<file path="src/rtl/evtl_pkg.sv">
// Shared types, constants and arithmetic helpers of the encoder velocity tracking loop.
`timescale 1ns / 1ps

package evtl_pkg;

	// Field and datapath widths.
	localparam int CNT_W    = 32;
	localparam int DT_W     = 20;
	localparam int VAL_W    = 32;
	localparam int QUO_W    = 34;
	localparam int DIV_IN_W = 53;
	localparam int SAT_W    = 51;
	localparam int CFG_IDX_W = 2;

	// Configuration register indexes.
	localparam logic [CFG_IDX_W-1:0] REG_REV_PER_TICK = 2'd0;
	localparam logic [CFG_IDX_W-1:0] REG_TRACK_KP     = 2'd1;
	localparam logic [CFG_IDX_W-1:0] REG_TRACK_KI     = 2'd2;

	localparam logic [31:0] REV_PER_TICK_RESET = 32'd4194304;

	// Rounding and scaling constants.
	localparam logic [63:0] RND_Q_HALF   = 64'h0000_0000_0000_8000;
	localparam logic [20:0] US_PER_SEC   = 21'd1000000;
	localparam logic [19:0] RND_US_HALF  = 20'd500000;

	// Operand pairs of the shared multiplier.
	typedef enum logic [2:0] {
		MUL_CNT_RPT = 3'd0,
		MUL_S_DT    = 3'd1,
		MUL_ERR_KI  = 3'd2,
		MUL_TH_DT   = 3'd3,
		MUL_TL_DT   = 3'd4,
		MUL_ERR_KP  = 3'd5
	} mul_sel_t;

	// Commands from the sequencer to the datapath.
	typedef struct packed {
		logic     load_in;
		logic     mul_en;
		mul_sel_t mul_sel;
		logic     ld_pos;
		logic     div_start;
		logic     div_sel_i;
		logic     upd_e;
		logic     ld_err;
		logic     ld_t;
		logic     ld_acc;
		logic     upd_i;
		logic     ld_m;
		logic     upd_s;
		logic     out_load;
	} cmd_t;

	typedef struct packed {
		logic              clip;
		logic [VAL_W-1:0]  val;
	} sat_res_t;

	// Magnitude of a 32-bit two's complement value; the most negative value maps to 2^31.
	function automatic logic [31:0] mag32(input logic [31:0] v);
		return v[31] ? (~v + 32'd1) : v;
	endfunction

	// Give a magnitude the requested sign in the wide signed format.
	function automatic logic signed [SAT_W-1:0] apply_sign(input logic neg,
		input logic [47:0] m);
		logic signed [SAT_W-1:0] x;
		x = $signed({3'b000, m});
		return neg ? -x : x;
	endfunction

	// Clip a wide signed value to the 32-bit signed range and flag the clip.
	function automatic sat_res_t sat32(input logic signed [SAT_W-1:0] v);
		sat_res_t r;
		r.clip = !((&v[SAT_W-1:31]) || !(|v[SAT_W-1:31]));
		if (!r.clip) begin
			r.val = v[31:0];
		end else if (v[SAT_W-1]) begin
			r.val = 32'h8000_0000;
		end else begin
			r.val = 32'h7fff_ffff;
		end
		return r;
	endfunction

endpackage

</file>
<file path="src/rtl/evtl_ctrl.sv">
// Sequencer: steps one item through the datapath and runs both stream handshakes.
`timescale 1ns / 1ps

module evtl_ctrl (
	input  logic           clk,
	input  logic           arst_n,
	input  logic           in_valid,
	output logic           in_ready,
	output logic           out_valid,
	input  logic           out_ready,
	input  logic           div_done,
	output evtl_pkg::cmd_t cmd
);
	import evtl_pkg::*;

	typedef enum logic [17:0] {
		ST_IDLE     = 18'h00001,
		ST_MUL_P    = 18'h00002,
		ST_POS      = 18'h00004,
		ST_DIV_E_GO = 18'h00008,
		ST_DIV_E    = 18'h00010,
		ST_UPD_E    = 18'h00020,
		ST_ERR      = 18'h00040,
		ST_MUL_KI   = 18'h00080,
		ST_RND_T    = 18'h00100,
		ST_MUL_TH   = 18'h00200,
		ST_MUL_TL   = 18'h00400,
		ST_DIV_I_GO = 18'h00800,
		ST_DIV_I    = 18'h01000,
		ST_UPD_I    = 18'h02000,
		ST_MUL_KP   = 18'h04000,
		ST_RND_S    = 18'h08000,
		ST_UPD_S    = 18'h10000,
		ST_DONE     = 18'h20000
	} state_t;

	state_t state_q;
	state_t state_d;
	logic   out_valid_q;

	// Next state and the commands issued in each state.
	always_comb begin
		state_d = state_q;
		cmd     = '0;
		unique case (state_q)
			ST_IDLE: begin
				if (in_valid) begin
					cmd.load_in = 1'b1;
					state_d     = ST_MUL_P;
				end
			end
			ST_MUL_P: begin
				cmd.mul_en  = 1'b1;
				cmd.mul_sel = MUL_CNT_RPT;
				state_d     = ST_POS;
			end
			ST_POS: begin
				cmd.ld_pos  = 1'b1;
				cmd.mul_en  = 1'b1;
				cmd.mul_sel = MUL_S_DT;
				state_d     = ST_DIV_E_GO;
			end
			ST_DIV_E_GO: begin
				cmd.div_start = 1'b1;
				state_d       = ST_DIV_E;
			end
			ST_DIV_E: begin
				if (div_done) begin
					state_d = ST_UPD_E;
				end
			end
			ST_UPD_E: begin
				cmd.upd_e = 1'b1;
				state_d   = ST_ERR;
			end
			ST_ERR: begin
				cmd.ld_err = 1'b1;
				state_d    = ST_MUL_KI;
			end
			ST_MUL_KI: begin
				cmd.mul_en  = 1'b1;
				cmd.mul_sel = MUL_ERR_KI;
				state_d     = ST_RND_T;
			end
			ST_RND_T: begin
				cmd.ld_t = 1'b1;
				state_d  = ST_MUL_TH;
			end
			ST_MUL_TH: begin
				cmd.mul_en  = 1'b1;
				cmd.mul_sel = MUL_TH_DT;
				state_d     = ST_MUL_TL;
			end
			ST_MUL_TL: begin
				cmd.mul_en  = 1'b1;
				cmd.mul_sel = MUL_TL_DT;
				cmd.ld_acc  = 1'b1;
				state_d     = ST_DIV_I_GO;
			end
			ST_DIV_I_GO: begin
				cmd.div_start = 1'b1;
				cmd.div_sel_i = 1'b1;
				state_d       = ST_DIV_I;
			end
			ST_DIV_I: begin
				if (div_done) begin
					state_d = ST_UPD_I;
				end
			end
			ST_UPD_I: begin
				cmd.upd_i = 1'b1;
				state_d   = ST_MUL_KP;
			end
			ST_MUL_KP: begin
				cmd.mul_en  = 1'b1;
				cmd.mul_sel = MUL_ERR_KP;
				state_d     = ST_RND_S;
			end
			ST_RND_S: begin
				cmd.ld_m = 1'b1;
				state_d  = ST_UPD_S;
			end
			ST_UPD_S: begin
				cmd.upd_s = 1'b1;
				state_d   = ST_DONE;
			end
			ST_DONE: begin
				// The result register must be empty or emptying this cycle.
				if (!out_valid_q || out_ready) begin
					cmd.out_load = 1'b1;
					state_d      = ST_IDLE;
				end
			end
			default: begin
				state_d = ST_IDLE;
			end
		endcase
	end

	// State register and result valid flag.
	always_ff @(posedge clk or negedge arst_n) begin
		if (!arst_n) begin
			state_q     <= ST_IDLE;
			out_valid_q <= 1'b0;
		end else begin
			state_q <= state_d;
			if (cmd.out_load) begin
				out_valid_q <= 1'b1;
			end else if (out_ready) begin
				out_valid_q <= 1'b0;
			end
		end
	end

	assign in_ready  = (state_q == ST_IDLE);
	assign out_valid = out_valid_q;

endmodule

</file>
<file path="config.mk">
export PLATFORM = sky130hd
export DESIGN_NAME = evtl_ctrl
export DESIGN_NICKNAME = d
export VERILOG_FILES = /design/src/rtl/evtl_pkg.sv /design/src/rtl/evtl_ctrl.sv
export SDC_FILE = /design/constraint.sdc
export NUM_CORES = 1
export LEC_CHECK = 0
export BUFFER_PORTS_ARGS = -buffer_cell sky130_fd_sc_hd__buf_2
export CORE_MARGIN = 2
export CORE_UTILIZATION = 50
export CTS_BUF_LIST = sky130_fd_sc_hd__clkbuf_2 sky130_fd_sc_hd__clkbuf_4 sky130_fd_sc_hd__clkbuf_8
export DETAILED_ROUTE_END_ITERATION = 8
export GPL_TIMING_DRIVEN = 0
export PLACE_DENSITY = 0.74
export SYNTH_ARGS = -nofsm -noshare
export SYNTH_HDL_FRONTEND = slang
export SYNTH_SLANG_ARGS = --single-unit
</file>
<file path="constraint.sdc">
create_clock -name clk -period 3.38 [get_ports clk]
set_input_delay 0.507 -clock clk [delete_from_list [all_inputs] [get_ports clk]]
set_output_delay 0.507 -clock clk [all_outputs]
set_load 0.05 [all_outputs]
</file>
==> metrics.md, run 1 <==
| Metric | Value |
|---|---|
| Status | `completed` |
| Placer Congestion | `0.815` |
| Via density | `5.90` |
| Die height | `49.9 µm` |
| Internal power | `0.411 mW` |
| Compound-Gate Fraction of Synth Area | `4.15%` |
| Largest net degree at the start of global routing | `20` |
| Synthesized area | `0.00105 mm²` |
| Clock tree from TritonCTS | `yes` |
| DRT Pass-1 Iters | `4` |
| Post-synthesis simple-gate area fraction | `49.0%` |
| CTS HTree Levels | `1` |
| DRT iter0 DRCs | `28` |
| Grt total ovfl | `0` |
| Dpl cell area | `0.00120 mm²` |
| Skew final | `0.00485 ns` |
| Net switching power | `0.329 mW` |
| Total track usage | `21.2%` |
| Max_cap viols | `0` |
| Initial core utilization | `53.2%` |
| Final slew viol count | `0` |
| FF+latch count, synth | `19` |
| Total core area | `0.00198 mm²` |
| FF-to-FF path depth | `6` |
| RSZ-0062 raised after global routing | `no` |
| IO Count | `23` |
| Internal reg-to-reg setup slack | `0.89 ns` |
| Post_cts resized | `0` |
| Crit path required time | `2.87 ns` |
| Worst-Skew Late Latency | `0.30 ns` |
| CP max-delay cell | `or4_4` |
| Nets@finish | `131` |
| Most frequent cells in the layout | `buf_2, dfrtp_1, nor2_1` |
| # Post-CTS Setup Buffers | `0` |
| Hold Vio Cnt, Final | `0` |
| Worst hold-check path type | `input port to asynchronous set/reset pin` |
| Worst reg2reg path endpoint | `state_q[0]` |
| Clock Power Share | `16.5%` |
| Most used cell, CP | `or4_4` |
| Vias in the first global route | `875` |
| Register area share after synthesis | `45.2%` |
| DR WL/cell | `15.0 µm` |
| Crit-path max cell delay | `0.60 ns` |
| Setup_tns | `0 ns` |
| Final period util | `97.9%` |
| CP endpoint kind | `output pin` |
| N_diodes | `0` |
| YS warnings | `0` |
| CTS Buffer Depth | `2` |
| Yosys cell types | `31` |
| CP startpoint kind | `flip-flop` |
| DRC | `0` |
| DRT antenna net count | `0` |
| Final setup violating endpoints | `0` |
| Worst path top cell family by delay | `simple AND/OR/NAND/NOR gates` |
| Pwr per Cell Area | `594 mW/mm²` |
| P_leak | `0.689 nW` |
| Sequential power share | `38.0%` |
| Layout cell share with drive strength beyond 1 | `38.4%` |
| Layout Area Growth over Synthesis | `18.1%` |
| Die width | `49.9 µm` |
| Num CTS Buffers | `3` |
| Switching part of the total power | `44.4%` |
| Worst path arrival time | `2.80 ns` |
| Synth Area in Adders | `0%` |
| Finished Cell Area | `0.00125 mm²` |
| Most common cell after layout, fill and taps aside | `buf_2` |
| Largest family of logic cells by synthesized area | `simple AND/OR/NAND/NOR gates` |
| Xor/xnor cell area share of the yosys netlist | `1.66%` |
| Worst VDD drop | `518 µV` |
| Detail Placement HPWL | `1.71 mm` |
| Worst slew margin | `66.3%` |
| Port bufs | `22` |
| Worst path cell trace | `or4_4 > or4_4 > or4_4 > nand2b_2 > buf_2` |
| CP max FO | `7` |
| Root Driver | `clkbuf_4` |
| Maximum clock frequency | `302 MHz` |
| Mapped Avg Cell Area | `10.7 µm²` |
| First-pass GRT wire length | `4.04 mm` |
| Syn Nets | `104` |
| Num Clock Sinks | `19` |
| Tightest Pin Transition | `0.502 ns` |
| Final worst path period need | `3.31 ns` |
| DIE AREA | `0.00249 mm²` |
| Total Wirelength | `2.27 mm` |
| Worst-path clk slew | `0.11 ns` |
| Bufs and invs on worst path | `1` |
| Post-synthesis mux area share | `0%` |
| R2r startpoint | `state_q[4]` |
| Initial antenna violation count | `0` |
| CTS Hold Bufs | `0` |
| Num rows | `16` |
| Kind of critical path | `flip-flop to output pin` |
| Cells after Synth | `99` |
| Vias | `897` |
| Power share of the combinational group | `45.5%` |
synthesized netlist by cell type:
master     number  area (µm²)
a2111oi_0       1        8.76
a21o_1          1        7.51
a22oi_1         1        7.51
and2_1          2        12.5
and2b_2         1        8.76
and3_1          2        12.5
and3b_1         3        26.3
and4b_1         7        70.1
and4b_2         6        67.6
dfrtp_1        18         450
dfstp_2         1        26.3
nand2_1         8        30.0
nand2b_1        2        12.5
nand2b_2        1        8.76
nand3b_1        2        15.0
nand4b_1        2        17.5
nor2_1         13        48.8
nor2b_1         1        6.26
nor3_1          2        10.0
nor4_1          5        31.3
nor4_2          1        12.5
nor4b_1         3        26.3
o211ai_2        1        12.5
o31ai_1         1        7.51
or2_2           3        18.8
or2b_2          1        8.76
or3_1           2        12.5
or4_1           2        15.0
or4_4           4        45.0
xnor2_1         1        8.76
xor2_1          1        8.76
state kept, by name, indices dropped and copies added, names as in the netlist:
register   cells
state_q       18
out_valid      1
cell families after synthesis:
kind of cell / count (synthesis)
AO/OA/AOI/OAI: 5
flip-flops: 19
XOR/XNOR: 2
AND/OR/NAND/NOR: 73
cell type report:
class	instances	area (µm²)
multi-input cells	80	596
flip-flops and latches	19	477
fillers	185	736
clock buffers	4	30.0
repair buffers	22	110
well taps	27	33.8
through the flow:
| stage | cells | setup slack, ns | utilization (%) | power [mW] | hold WS [ns] |
|---|---|---|---|---|---|
| 4_1_cts | 152 | 0.0791 | 62.0 | 0.729 | 0.149 |
| 3_5_place_dp | 148 | 0.421 | 60.5 | 0.608 | 0.474 |
| 6_report | 152 | 0.0694 | 62.9 | 0.740 | 0.128 |
| 2_1_floorplan | 99 | 0.0491 | - | 0.532 | 0.211 |
| 3_3_place_gp | 148 | 0.426 | 60.5 | 0.600 | 0.474 |
| 5_1_grt | 152 | 0.00587 | 62.9 | 0.793 | 0.153 |
worst max-delay path by stage:
stage / cells past startpoint / to / start
4_1_cts: 5 / cmd[9] / state_q[4]
6_report: 5 / cmd[9] / state_q[4]
2_1_floorplan: 4 / cmd[15] / state_q[4]
3_3_place_gp: 5 / cmd[9] / state_q[4]
5_1_grt: 5 / cmd[9] / state_q[13]
3_5_place_dp: 5 / cmd[9] / state_q[4]
power by group through the flow:
stage	logic, mW	registers, mW	clock network (mW)
finish	0.337	0.281	0.122
global route	0.371	0.287	0.135
CTS	0.324	0.279	0.126
detailed placement	0.325	0.282	0
global placement	0.317	0.282	0
floorplan	0.257	0.275	0
layer usage:
metal / vias up / part of all wire (%) / GRT usage, %
li1: 434 / - / -
met1: 436 / 49 / 27.3
met2: 21 / 46 / 35.3
met3: 6 / 3.3 / 3.94
met4: 0 / 1.8 / 7.41
met5: - / 0 / 0
(Power assumes the default switching activity.)
==> inputs of run 2 (changes only) <==
--- a/config.mk
+++ b/config.mk
@@ -12,6 +12,7 @@
 export DETAILED_ROUTE_END_ITERATION = 8
 export GPL_TIMING_DRIVEN = 0
 export PLACE_DENSITY = 0.74
+export RECOVER_POWER = 100
 export SYNTH_ARGS = -nofsm -noshare
 export SYNTH_HDL_FRONTEND = slang
 export SYNTH_SLANG_ARGS = --single-unit
==> constraint.sdc (replaced) <==
create_clock -name clk -period 3.38 [get_ports clk]
set_input_delay 0.676 -clock clk [delete_from_list [all_inputs] [get_ports clk]]
set_output_delay 0.676 -clock clk [all_outputs]
set_load 0.05 [all_outputs]
==> run 2 against run 1 <==
Against the previous run:
- the flow now finishes with violations (negative setup slack)
- sequential power increased by 1%
- sequential cell count did not move
- non-clock buffer count up 6
- power is 2.1% higher
- via count grew 1.7%
- cell count is 3.9% higher
- combinational power is 3% higher
- sequential share of layout area decreased by 1.8 points
- worst hold slack improved by 0.40 ns
- critical endpoint unchanged
==> metrics.md, run 2 (synthesis results as in run 1) <==
| Metric | Value |
|---|---|
| Status | `complete, but fails checks` |
| Violated checks | `negative setup slack` |
| Root Driver | `clkbuf_4` |
| First-pass GRT wire length | `3.74 mm` |
| Worst VDD drop | `593 µV` |
| Via density | `5.77` |
| Kind of critical path | `flip-flop to output pin` |
| Filler cells | `154` |
| Port bufs | `22` |
| Max_cap viols | `0` |
| Die width | `49.9 µm` |
| Vias | `912` |
| Final period util | `102%` |
| CTS Hold Bufs | `0` |
| IO Count | `23` |
| Nets@finish | `137` |
| Worst path arrival time | `2.77 ns` |
| Hold Vio Cnt, Final | `0` |
| DRT antenna net count | `0` |
| P_leak | `0.713 nW` |
| Initial antenna violation count | `0` |
| Total track usage | `19.7%` |
| Tightest Pin Transition | `1.04 ns` |
| Worst slew margin | `31.0%` |
| Internal reg-to-reg setup slack | `0.79 ns` |
| RSZ-0062 raised after global routing | `yes` |
| Total Wirelength | `2.37 mm` |
| CP max FO | `5` |
| Num CTS Buffers | `3` |
| DRT Pass-1 Iters | `4` |
| N_diodes | `0` |
| Most common cell after layout, fill and taps aside | `buf_2` |
| Total core area | `0.00198 mm²` |
| CP endpoint kind | `output pin` |
| Final core utilization | `66.1%` |
| DRC | `0` |
| Worst-Skew Late Latency | `0.30 ns` |
| Num Clock Sinks | `19` |
| Final worst slack | `-0.0657 ns` |
| Worst-path clk slew | `0.11 ns` |
| DR WL/cell | `15.0 µm` |
| Top reg by flops | `state_q` |
| Num rows | `16` |
| Pwr Total | `0.756 mW` |
| Final slew viol count | `0` |
| Grt total ovfl | `0` |
| Layout cell share with drive strength beyond 1 | `41.2%` |
| CTS HTree Levels | `1` |
| Largest net degree at the start of global routing | `20` |
| Detail Placement HPWL | `1.68 mm` |
| DIE AREA | `0.00249 mm²` |
| R2r startpoint | `state_q[8]` |
| Die height | `49.9 µm` |
| Setup_tns | `-0.0815 ns` |
| Skew final | `0.00438 ns` |
| Pwr per Cell Area | `577 mW/mm²` |
| Largest register FFs | `18` |
| Final setup violating endpoints | `2` |
| Final worst path period need | `3.45 ns` |
| Placer Congestion | `0.777` |
| FF-to-FF path depth | `6` |
| CP startpoint kind | `flip-flop` |
| Maximum clock frequency | `290 MHz` |
| DRT iter0 DRCs | `14` |
| CTS Buffer Depth | `2` |
| Initial core utilization | `53.2%` |
| Clock tree from TritonCTS | `yes` |
| Crit path required time | `2.70 ns` |
| Vias in the first global route | `843` |
| Worst reg2reg path endpoint | `state_q[0]` |
| Layout Area Growth over Synthesis | `24.2%` |
| Most frequent cells in the layout | `buf_2, dfrtp_1, nor2_1` |
| Worst hold-check path type | `input port to asynchronous set/reset pin` |
run 2: how the worst max path moves through the flow:
stage                     endpoint       start
after floorplan            cmd[11]  state_q[4]
after global placement      cmd[9]  state_q[4]
after detailed placement   cmd[11]  state_q[4]
after CTS                   cmd[9]  state_q[4]
after global routing        cmd[6]  state_q[3]
final                       cmd[9]  state_q[8]
run 2: repair_timing:
action | CTS | global route
pin swaps | 0 | 3
endpoints found under the setup margin | 3 | 7
hold endpoints to repair | 0 | 0
setup buffers | 0 | 6
resized for setup | 6 | 3
run 2: layout make-up:
cell class / instances / area, µm² / area share (%)
tap: 27 / 33.8 / 2.58
clock buffer: 4 / 30.0 / 2.29
timing repair buffer: 28 / 165 / 12.6
sequential: 19 / 478 / 36.5
multi-input combinational: 80 / 603 / 46.0
run 2: power breakdown:
group	leakage, nW	total [mW]	internal (mW)	switching (mW)
clock network	0.0184	0.124	0.0540	0.0696
logic	0.435	0.347	0.113	0.234
registers	0.259	0.285	0.252	0.0335
run 2: metrics by stage:
stage               cells  hold slack, ns  area, µm²  worst slack [ns]
CTS                   152           0.317       1260          0.000106
finish                158           0.527       1310           -0.0657
global placement      148           0.540       1210             0.263
detailed placement    148           0.551       1210             0.242
global route          158           0.568       1310            -0.150
floorplan              99           0.380       1060             0.134
run 2: per-layer routing:
layer	vias to the layer above	routed length [µm]	GRT usage, %
li1	444	-	-
met1	446	1100	25.6
met2	18	1160	32.7
met3	4	81	3.64
met4	0	23	6.94
met5	-	0	0
run 2: critical path: stages, from the launching register on:
cell and delay [ns]:
dfrtp_1 0.42, or4_4 0.58, or4_1 0.67, or4_4 0.54
nand2b_2 0.11, buf_8 0.15
==> inputs of run 3 (changes only) <==
--- a/config.mk
+++ b/config.mk
@@ -7,11 +7,11 @@
 export LEC_CHECK = 0
 export BUFFER_PORTS_ARGS = -buffer_cell sky130_fd_sc_hd__buf_2
 export CORE_MARGIN = 2
-export CORE_UTILIZATION = 50
+export CORE_UTILIZATION = 40
 export CTS_BUF_LIST = sky130_fd_sc_hd__clkbuf_2 sky130_fd_sc_hd__clkbuf_4 sky130_fd_sc_hd__clkbuf_8
 export DETAILED_ROUTE_END_ITERATION = 8
 export GPL_TIMING_DRIVEN = 0
-export PLACE_DENSITY = 0.74
+export PLACE_DENSITY = 0.62
 export RECOVER_POWER = 100
 export SYNTH_ARGS = -nofsm -noshare
 export SYNTH_HDL_FRONTEND = slang
==> run 3 against run 2 <==
Against the previous run:
- the run still ends with negative setup slack left
- sequential power shrank 2%
- clock skew up 0.0027 ns
- cell count decreased by 0.63%
- power grew 0.91%
- routed wire length decreased by 1.1%
- highest routed layer unchanged
- global-route usage down 3.5 points
- critical path depth stayed put
- utilization decreased by 14 points
- fmax up 0.99%
- sequential cell count did not move
==> metrics.md, run 3 (synthesis results as in run 1) <==
| Metric | Value |
|---|---|
| Status | `complete, but fails checks` |
| Violated checks | `negative setup slack` |
| Layout cell share with drive strength beyond 1 | `40.2%` |
| Layout Area Growth over Synthesis | `22.5%` |
| Switching part of the total power | `45.2%` |
| Final worst path period need | `3.41 ns` |
| DIE AREA | `0.00306 mm²` |
| Largest register FFs | `18` |
| Max_cap viols | `0` |
| DR WL/cell | `14.9 µm` |
| Port bufs | `22` |
| Initial core utilization | `42.6%` |
| Largest net degree at the start of global routing | `20` |
| Die width | `55.4 µm` |
| CTS HTree Levels | `1` |
| RSZ-0062 raised after global routing | `yes` |
| Final hold slack | `0.514 ns` |
| Power share of the combinational group | `47.8%` |
| Placer Congestion | `0.771` |
| Crit-path max cell delay | `0.69 ns` |
| CTS Buffer Depth | `2` |
| Worst path arrival time | `2.74 ns` |
| Most common cell after layout, fill and taps aside | `buf_2` |
| Final worst slack | `-0.0318 ns` |
| N_diodes | `0` |
| Worst path top cell family by delay | `simple AND/OR/NAND/NOR gates` |
| DRT antenna net count | `0` |
| Num CTS Buffers | `3` |
| First-pass GRT wire length | `4.05 mm` |
| P_leak | `0.690 nW` |
| DRT Pass-1 Iters | `4` |
| Worst VDD drop | `339 µV` |
| Worst path cell trace | `or4_1 > nor4_1 > and2b_2 > and3_1 > buf_2` |
| Clock Power Share | `15.8%` |
| Final setup violating endpoints | `2` |
| Clock tree from TritonCTS | `yes` |
| Kind of critical path | `flip-flop to output pin` |
| CP endpoint kind | `output pin` |
| Total track usage | `16.2%` |
| Total core area | `0.00248 mm²` |
| Final period util | `101%` |
| Internal power | `0.418 mW` |
| Total Wirelength | `2.34 mm` |
| DRC | `0` |
| Detail Placement HPWL | `1.76 mm` |
| CTS Hold Bufs | `0` |
| Nets@finish | `133` |
| CP max-delay cell | `or4_1` |
| Root Driver | `clkbuf_4` |
| Final slew viol count | `0` |
| Worst hold-check path type | `input port to asynchronous set/reset pin` |
| Crit path required time | `2.70 ns` |
| Maximum clock frequency | `293 MHz` |
| Die height | `55.4 µm` |
| Pwr per Cell Area | `590 mW/mm²` |
| Top reg by flops | `state_q` |
| Num rows | `18` |
| CP startpoint kind | `flip-flop` |
| Sequential power share | `36.4%` |
| Most frequent cells in the layout | `buf_2, dfrtp_1, nor2_1` |
| DRT iter0 DRCs | `14` |
| Via density | `5.64` |
| IO Count | `23` |
| Vias in the first global route | `891` |
| CP max FO | `6` |
| Initial antenna violation count | `0` |
| Hold Vio Cnt, Final | `0` |
| Vias | `885` |
| Worst-Skew Late Latency | `0.31 ns` |
| Worst slew margin | `30.8%` |
| Worst-path clk slew | `0.12 ns` |
| Grt total ovfl | `0` |
| Skew final | `0.00711 ns` |
| Net switching power | `0.345 mW` |
| Tightest Pin Transition | `1.04 ns` |
| Bufs and invs on worst path | `1` |
| Num Clock Sinks | `19` |
| Setup_tns | `-0.0632 ns` |
==> run 3: worst register-to-register path, stage by stage, from the launching register on <==
cell,delay (ns)
dfrtp_1,0.46
or4_1,0.69
nor4_1,0.60
a22oi_1,0.25
o211ai_2,0.32
a21o_1,0.16
==> run 3: area by class of cell <==
cell class | count | area, µm²
clock buffer | 3 | 22.5
clock inverter | 1 | 5.00
fill | 246 | 1180
multi-input combinational | 80 | 614
sequential | 19 | 479
tap | 30 | 37.5
timing repair buffer | 24 | 134
==> run 3: power groups by stage <==
| stage | Clock [mW] | Sequential (mW) | Combinational, mW |
|---|---|---|---|
| 2_1_floorplan | 0 | 0.275 | 0.262 |
| 3_3_place_gp | 0 | 0.280 | 0.327 |
| 3_5_place_dp | 0 | 0.281 | 0.332 |
| 4_1_cts | 0.124 | 0.277 | 0.356 |
| 5_1_grt | 0.135 | 0.281 | 0.398 |
| 6_report | 0.121 | 0.278 | 0.365 |
==> run 3: final timing paths <==
check | start | end | slack [ns] | cells after the start
max | state_q[2] | cmd[6] | -0.03 | 5
min | arst_n | state_q[2] | 0.51 | 1
max reg2reg | state_q[2] | state_q[12] | 0.84 | 5
min reg2reg | state_q[12] | state_q[12] | 0.58 | 1
max in group asynchronous | arst_n | state_q[6] | 2.18 | 1
min in group clk | state_q[12] | state_q[12] | 0.58 | 1
==> run 3: through the flow <==
stage / instances / area, µm² / total power [mW] / utilization, % / worst slack (ns)
6_report: 157 / 1290 / 0.763 / 52.2 / -0.0318
5_1_grt: 157 / 1290 / 0.813 / 52.2 / -0.141
4_1_cts: 157 / 1280 / 0.757 / 51.8 / -0.00441
3_5_place_dp: 151 / 1210 / 0.613 / 48.8 / 0.216
3_3_place_gp: 151 / 1210 / 0.606 / 48.8 / 0.244
2_1_floorplan: 99 / 1060 / 0.537 / - / 0.134
==> run 3: layer usage <==
layer | vias to the layer above | track usage (%) | part of all wire (%)
met1 | 428 | 21.9 | 48
met3 | 4 | 2.11 | 3.2
met4 | 0 | 6.27 | 0.98
met2 | 13 | 26.4 | 48
li1 | 440 | - | -
met5 | - | 0 | 0
==> run 3: timing repair <==
item / CTS / global route
resized for setup: 8 / 2
endpoints found under the setup margin: 6 / 7
buffers inserted: 2 / 0
pin swaps: 0 / 0
